==> src/rtl/dmi_pkg.sv <==
package dmi_pkg;

  // Haplotype code fields.
  localparam logic [15:0] CodeDel = 16'hF000;
  localparam logic [3:0]  NibSub  = 4'hE;
  localparam logic [15:0] HomLimit = 16'd21845;
  localparam logic [15:0] HalfQ16  = 16'd32768;

  // Base codes.
  localparam logic [2:0] BaseOther = 3'd4;
  localparam logic [2:0] BaseDash  = 3'd5;

  // Configuration register defaults.
  localparam logic [15:0] MutRateReset   = 16'd66;
  localparam logic [15:0] IndelFracReset = 16'd9830;
  localparam logic [15:0] IndelExtReset  = 16'd19661;

  localparam int unsigned CfgDataW = 16;

  // Configuration register indexes.
  typedef enum logic [1:0] {
    CFG_MUT_RATE   = 2'd0,
    CFG_INDEL_FRAC = 2'd1,
    CFG_INDEL_EXT  = 2'd2,
    CFG_HAPLOID    = 2'd3
  } cfg_reg_e;

  typedef struct packed {
    logic [7:0]  base_char;
    logic        seq_start;
    logic [15:0] rand_extend;
    logic [15:0] rand_mutate;
    logic [15:0] rand_kind;
    logic [15:0] rand_substitute;
    logic [15:0] rand_zygosity;
    logic [15:0] rand_side;
    logic [15:0] rand_del_or_ins;
    logic [7:0]  ins_bases;
    logic [47:0] ins_extend_draws;
  } in_word_t;

  typedef struct packed {
    logic [15:0] hap1_code;
    logic [15:0] hap2_code;
  } out_word_t;

  // ASCII character to base code.
  function automatic logic [2:0] base_code(input logic [7:0] ch);
    logic [2:0] code;
    unique case (ch)
      8'h41, 8'h61: code = 3'd0;
      8'h43, 8'h63: code = 3'd1;
      8'h47, 8'h67: code = 3'd2;
      8'h54, 8'h74: code = 3'd3;
      8'h2D:        code = BaseDash;
      default:      code = BaseOther;
    endcase
    return code;
  endfunction

endpackage

==> src/rtl/diploid_mutation_injector_top.sv <==
// Channel  | Direction | Handshake                   | Word
// input    | in        | in_valid_i / in_ready_o     | in_word_i  (dmi_pkg::in_word_t)
// output   | out       | out_valid_o / out_ready_i   | out_word_o (dmi_pkg::out_word_t)
// config   | in        | cfg_we_i, no wait           | cfg_idx_i, cfg_data_i
//
// One word per cycle unless the output stalls; a word passes both registers in order.
// An input register feeds one pass of compare and select logic into the output register.
// The open deletion mask updates when a word moves from the input register to the output.
// Reset clears the mask, both valid flags and the configuration to its defaults.
// An output stall holds the output word; the input register takes one more word only if it is empty.
module diploid_mutation_injector_top (
  input  logic                          clk_i,
  input  logic                          rst_ni,
  input  logic                          in_valid_i,
  output logic                          in_ready_o,
  input  dmi_pkg::in_word_t             in_word_i,
  output logic                          out_valid_o,
  input  logic                          out_ready_i,
  output dmi_pkg::out_word_t            out_word_o,
  input  logic                          cfg_we_i,
  input  dmi_pkg::cfg_reg_e             cfg_idx_i,
  input  logic [dmi_pkg::CfgDataW-1:0]  cfg_data_i
);
  import dmi_pkg::*;

  logic [15:0] mutation_rate_q, indel_share_q, indel_ext_q;
  logic        haploid_q;

  logic        s1_valid_q;
  in_word_t    s1_word_q;
  logic        out_valid_q;
  out_word_t   out_word_q;
  logic [1:0]  mask_q, mask_d;
  out_word_t   res_d;

  logic        out_free, advance;

  // Configuration registers.
  always_ff @(posedge clk_i or negedge rst_ni) begin
    if (!rst_ni) begin
      mutation_rate_q <= MutRateReset;
      indel_share_q   <= IndelFracReset;
      indel_ext_q     <= IndelExtReset;
      haploid_q       <= 1'b0;
    end else if (cfg_we_i) begin
      unique case (cfg_idx_i)
        CFG_MUT_RATE:   mutation_rate_q <= cfg_data_i[15:0];
        CFG_INDEL_FRAC: indel_share_q   <= cfg_data_i[15:0];
        CFG_INDEL_EXT:  indel_ext_q     <= cfg_data_i[15:0];
        CFG_HAPLOID:    haploid_q       <= cfg_data_i[0];
        default:        haploid_q       <= haploid_q;
      endcase
    end
  end

  // Pipeline handshake.
  assign out_free   = !out_valid_q || out_ready_i;
  assign advance    = s1_valid_q && out_free;
  assign in_ready_o = rst_ni && (!s1_valid_q || advance);

  // Input register.
  always_ff @(posedge clk_i or negedge rst_ni) begin
    if (!rst_ni) begin
      s1_valid_q <= 1'b0;
    end else if (in_ready_o) begin
      s1_valid_q <= in_valid_i;
    end
  end

  always_ff @(posedge clk_i) begin
    if (in_ready_o && in_valid_i) begin
      s1_word_q <= in_word_i;
    end
  end

  // Mutation decision for the word in the input register.
  logic [2:0]  c;
  logic [15:0] c16;
  logic [1:0]  mask_eff;
  logic        hom, side1, ext_hit;
  logic [17:0] sub_prod;
  logic [1:0]  sub_base;
  logic [2:0]  ins_len;
  logic [7:0]  ins_seq;
  logic [15:0] event_code;

  always_comb begin
    c        = base_code(s1_word_q.base_char);
    c16      = {13'd0, c};
    mask_eff = s1_word_q.seq_start ? 2'b00 : mask_q;
    ext_hit  = s1_word_q.rand_extend < indel_ext_q;
    hom      = haploid_q || (s1_word_q.rand_zygosity < HomLimit);
    side1    = s1_word_q.rand_side < HalfQ16;
    sub_prod = {2'b00, s1_word_q.rand_substitute} * 18'd3;
    sub_base = c[1:0] + sub_prod[17:16] + 2'd1;

    // Insertion length from the leading extension draws.
    if (!(s1_word_q.ins_extend_draws[15:0] < indel_ext_q)) begin
      ins_len = 3'd1;
    end else if (!(s1_word_q.ins_extend_draws[31:16] < indel_ext_q)) begin
      ins_len = 3'd2;
    end else if (!(s1_word_q.ins_extend_draws[47:32] < indel_ext_q)) begin
      ins_len = 3'd3;
    end else begin
      ins_len = 3'd4;
    end
    unique case (ins_len)
      3'd1:    ins_seq = {6'd0, s1_word_q.ins_bases[7:6]};
      3'd2:    ins_seq = {4'd0, s1_word_q.ins_bases[7:4]};
      3'd3:    ins_seq = {2'd0, s1_word_q.ins_bases[7:2]};
      default: ins_seq = s1_word_q.ins_bases;
    endcase

    res_d.hap1_code = c16;
    res_d.hap2_code = c16;
    mask_d          = mask_eff;
    event_code      = c16;

    if (mask_eff != 2'b00 && ext_hit) begin
      // Open deletion carries on.
      if (mask_eff[0]) res_d.hap1_code = CodeDel | c16;
      if (mask_eff[1]) res_d.hap2_code = CodeDel | c16;
    end else begin
      mask_d = 2'b00;
      if (!c[2] && (s1_word_q.rand_mutate < mutation_rate_q)) begin
        if (!(s1_word_q.rand_kind < indel_share_q)) begin
          event_code = {NibSub, 10'd0, sub_base};
        end else if (s1_word_q.rand_del_or_ins < HalfQ16) begin
          event_code = CodeDel;
          mask_d     = hom ? 2'b11 : (side1 ? 2'b01 : 2'b10);
        end else begin
          event_code = {1'b0, ins_len, ins_seq, 1'b0, c};
        end
        if (hom || side1)  res_d.hap1_code = event_code;
        if (hom || !side1) res_d.hap2_code = event_code;
      end
    end
  end

  // Output register and deletion mask.
  always_ff @(posedge clk_i or negedge rst_ni) begin
    if (!rst_ni) begin
      out_valid_q <= 1'b0;
      mask_q      <= 2'b00;
    end else begin
      if (out_free) out_valid_q <= s1_valid_q;
      if (advance)  mask_q      <= mask_d;
    end
  end

  always_ff @(posedge clk_i) begin
    if (advance) begin
      out_word_q <= res_d;
    end
  end

  assign out_valid_o = out_valid_q;
  assign out_word_o  = out_word_q;

endmodule

==> config.mk <==
export PLATFORM = sky130hd
export DESIGN_NAME = diploid_mutation_injector_top
export DESIGN_NICKNAME = d
export VERILOG_FILES = /design/src/rtl/dmi_pkg.sv /design/src/rtl/diploid_mutation_injector_top.sv
export SDC_FILE = /design/constraint.sdc
export NUM_CORES = 1
export LEC_CHECK = 0
export BUFFER_PORTS_ARGS = -buffer_cell sky130_fd_sc_hd__buf_2
export CORE_ASPECT_RATIO = 1.1
export CORE_MARGIN = 1
export CORE_UTILIZATION = 45
export CTS_CLUSTER_DIAMETER = 150
export DETAILED_ROUTE_END_ITERATION = 6
export HOLD_SLACK_MARGIN = 0.1
export PLACE_DENSITY = 0.68
export SYNTH_ARGS = -nofsm -noshare
export SYNTH_HDL_FRONTEND = slang
export SYNTH_SLANG_ARGS = --single-unit
==> constraint.sdc <==
create_clock -name clk_i -period 11.75 [get_ports clk_i]
set_input_delay 1.175 -clock clk_i [delete_from_list [all_inputs] [get_ports clk_i]]
set_output_delay 1.175 -clock clk_i [all_outputs]
set_load 0.03 [all_outputs]
==> flow_metrics.tcl <==
set metrics [dict create \
    area_delta_synth_final_pct 21.4 \
    cp_data_arrival_time_ns 3.56 \
    max_freq_ghz 0.302 \
    grt_max_degree 77 \
    ys_seq_area_share_pct 63.9 \
    switching_power_uw 527 \
    post-route-period-util_pct 28.2 \
    fin_crit_ns 3.31 \
    gr-usage-all-layers_pct 17.6 \
    synth_commonest_cells "edfxtp_1, ha_1, inv_1, o21ai_0, nand2_1" \
    required_ns 12.00 \
    detail-route-antenna-nets 0 \
    critical_path_class "reg2reg" \
    switching_share_pct 24.9 \
    path_delay_family "compound AO/OA/AOI/OAI gates" \
    dpl-instance-area_mm2 0.0118 \
    die_w_um 147 \
    fin_tns_setup_ns 0 \
    ys_warn_count 0 \
    routed_wl_um 20600 \
    start_util_pct 45.7 \
    relSlewSlack_pct 30.0 \
    cp.depth 9 \
    r2r_cells 9 \
    drc_errors 0 \
    clock_latency_ns 0.53 \
    startpoint "indel_ext_q[7]$_DFFE_PN1P_" \
    die_y_um 162 \
    place_congestion 0.787 \
    avgRoutedWirePerCell_um 16.2 \
    clk_pin_slew_worst_paths_ns 0.06 \
    dr_total_vias 6502 \
    grt_overflow 0 \
    grt_pass1_wl_um 32300 \
    rsz0062_at_grt "no" \
    post-cts-setup-buffers 0 \
    io_buffers 201 \
    synth_edf_count 177 \
    crit_path_end_kind "register" \
    r2r_setup_slack_ns 8.44 \
    numCtsBuffers 26 \
    synthFlopType "edfxtp_1" \
    synth_area_mm2 0.0104 \
    start_kind "register" \
    synth_top_area_cell "edfxtp_1" \
    p_seq_share_pct 46.6 \
    p_leak_nw 5.37 \
    nFillCells 1936 \
    syn_avg_cell_area_um2 14.2 \
    layout-drive-gt1-share_pct 31.1 \
    worstPathCellList "inv_1 > ha_1 > and2_1 > a221oi_1 > o21ai_0 > a21oi_1 > a2111o_1 > or2_0 > nor3_1" \
    syn-instance-count 732 \
    first_global_vias 6507 \
    crit_buf_inv 1 \
    r2r-start "indel_ext_q[7]$_DFFE_PN1P_" \
    cts_hold_buffers 0 \
    hold_violations 0 \
    netlist_top_cells_area "edfxtp_1, ha_1, dfrtp_1" \
    final_area_mm2 0.0127 \
    ir_drop_uv 108 \
    drt_pass1_iterations 4 \
    nNetsFinal 1261 \
    worst_pin_slew_ns 1.05 \
    setup_violations 0 \
    intPower_mw 1.59 \
    finalMaxSlewViolations 0 \
    synthArstFlopShare_pct 23.0 \
    ios 234 \
    drt_iter0_markers 196 \
    synth_cell_types 59 \
    clkPwrFrac_pct 37.6 \
    cts_resized 0 \
    dieArea_mm2 0.0238 \
    antenna_found_initial 3 \
    min_path_type "reg2reg" \
    synth_top_area_share_pct 51.0 \
    reg2reg_to "out_word_o[4]$_SDFFCE_PP0P_" \
    clk_path_buf_depth 3 \
    synth.most_common_cell "edfxtp_1" \
    ys_ff_latch 230 \
    htreeDepth 1 \
    tritoncts "built" \
    finClkSkew_ns 0.0109 \
    cp-endpoint "out_word_o[4]$_SDFFCE_PP0P_" \
    viasPerCell 5.09 \
    maxCapViolCount 0 \
    outcome "complete, no violations" \
    cts.sinks 230 \
    comb_power_share_pct 15.8 \
    crit_fanout 9 \
    core_mm2 0.0228 \
    worst_path_largest_cell_delay_ns 0.52 \
    slowest_stage "dfstp_2" \
    p_per_area_mw_per_mm2 167 \
    cts-root-buf "clkbuf_16" \
    num_rows 58 \
    hpwl_um 15300 \
]
worst min path at each step:
stage,from,to,slack [ns],depth (start not counted)
4_1_cts,s1_valid_q$_DFFE_PN0P_,out_valid_o$_DFFE_PN0P_,0.50,2
2_1_floorplan,s1_valid_q$_DFFE_PN0P_,out_valid_o$_DFFE_PN0P_,0.46,2
5_1_grt,indel_ext_q[15]$_DFFE_PN0P_,indel_ext_q[15]$_DFFE_PN0P_,0.52,1
3_3_place_gp,s1_valid_q$_DFFE_PN0P_,out_valid_o$_DFFE_PN0P_,0.47,2
3_5_place_dp,mutation_rate_q[0]$_DFFE_PN0P_,mutation_rate_q[0]$_DFFE_PN0P_,0.49,1
6_report,s1_valid_q$_DFFE_PN0P_,out_valid_o$_DFFE_PN0P_,0.50,2
per-layer routing:
layer,vias to the layer above,GRT usage (%),wire length [µm]
li1,3222,-,-
met1,3077,21.8,8770
met2,166,31.1,10400
met3,35,3.53,1110
met4,2,4.69,385
met5,-,0,8
sequential cells by signal, summed over array words and instances, names as in the netlist:
name / count
indel_ext_q: 16
indel_share_q: 16
s1_valid_q: 1
s1_word_q: 147
out_word_o: 30
mutation_rate_q: 16
haploid_q: 1
mask_q: 2
out_valid_o: 1
area by class of cell:
cell class | instances | area, µm² | area share [%]
clock buffer | 42 | 771 | 6.09
clock inverter | 6 | 88.8 | 0.702
multi-input combinational | 437 | 3510 | 27.7
timing repair buffer | 205 | 1040 | 8.19
antenna | 2 | 5.00 | 0.0396
sequential | 230 | 6660 | 52.7
tap | 300 | 375 | 2.97
inverter | 55 | 206 | 1.63
logic make-up after synthesis:
group	synth area share, %
other cells	0.0360
compound gates	8.27
flops	63.9
mux	4.25
fa+ha+maj	12.7
xor+xnor	0.252
simple gates	8.00
buf+inv	2.54
power by group through the flow:
stage	clock network [mW]	registers (mW)	logic, mW
final	0.796	0.985	0.334
after global routing	0.848	0.992	0.382
after CTS	0.819	0.986	0.340
after detailed placement	0	1.00	0.337
after global placement	0	1.00	0.325
after floorplan	0	1.02	0.211
worst reg2reg max path: cells and delay by family (launching register included):
family / cells / cell delay, ns
AOI/OAI and AO/OA: 4 / 1.32
adders and majority gates: 1 / 0.32
buffers and inverters: 1 / 0.10
DFF: 1 / 0.52
and+or+nand+nor: 3 / 0.77
placed cells by master, fill, tap and decap left out, types with 7 or more instances in the layout:
cell       instances
a21oi_1           25
a21o_1            17
clkbuf_16         26
inv_1             55
nand3_1           13
a31oi_1            7
ha_1             106
edfxtp_1         177
nand4_1           10
o21ai_0           43
nand2b_1          10
dfstp_2           17
nor2_1            22
dfrtp_1           36
mux2_2            34
clkbuf_1          10
buf_2            201
nand2_1           40
nor3_1            11
through the flow:
| stage | instances | utilization [%] | setup slack (ns) | total power, mW | hold WS, ns |
|---|---|---|---|---|---|
| 3_5_place_dp | 1227 | 51.7 | 7.94 | 1.34 | 0.493 |
| 5_1_grt | 1275 | 55.5 | 8.16 | 2.22 | 0.519 |
| 2_1_floorplan | 733 | - | 6.16 | 1.23 | 0.460 |
| 4_1_cts | 1275 | 55.5 | 8.39 | 2.14 | 0.505 |
| 6_report | 1277 | 55.5 | 8.44 | 2.12 | 0.502 |
| 3_3_place_gp | 1227 | 51.7 | 7.99 | 1.32 | 0.470 |
(Power assumes the default switching activity.)
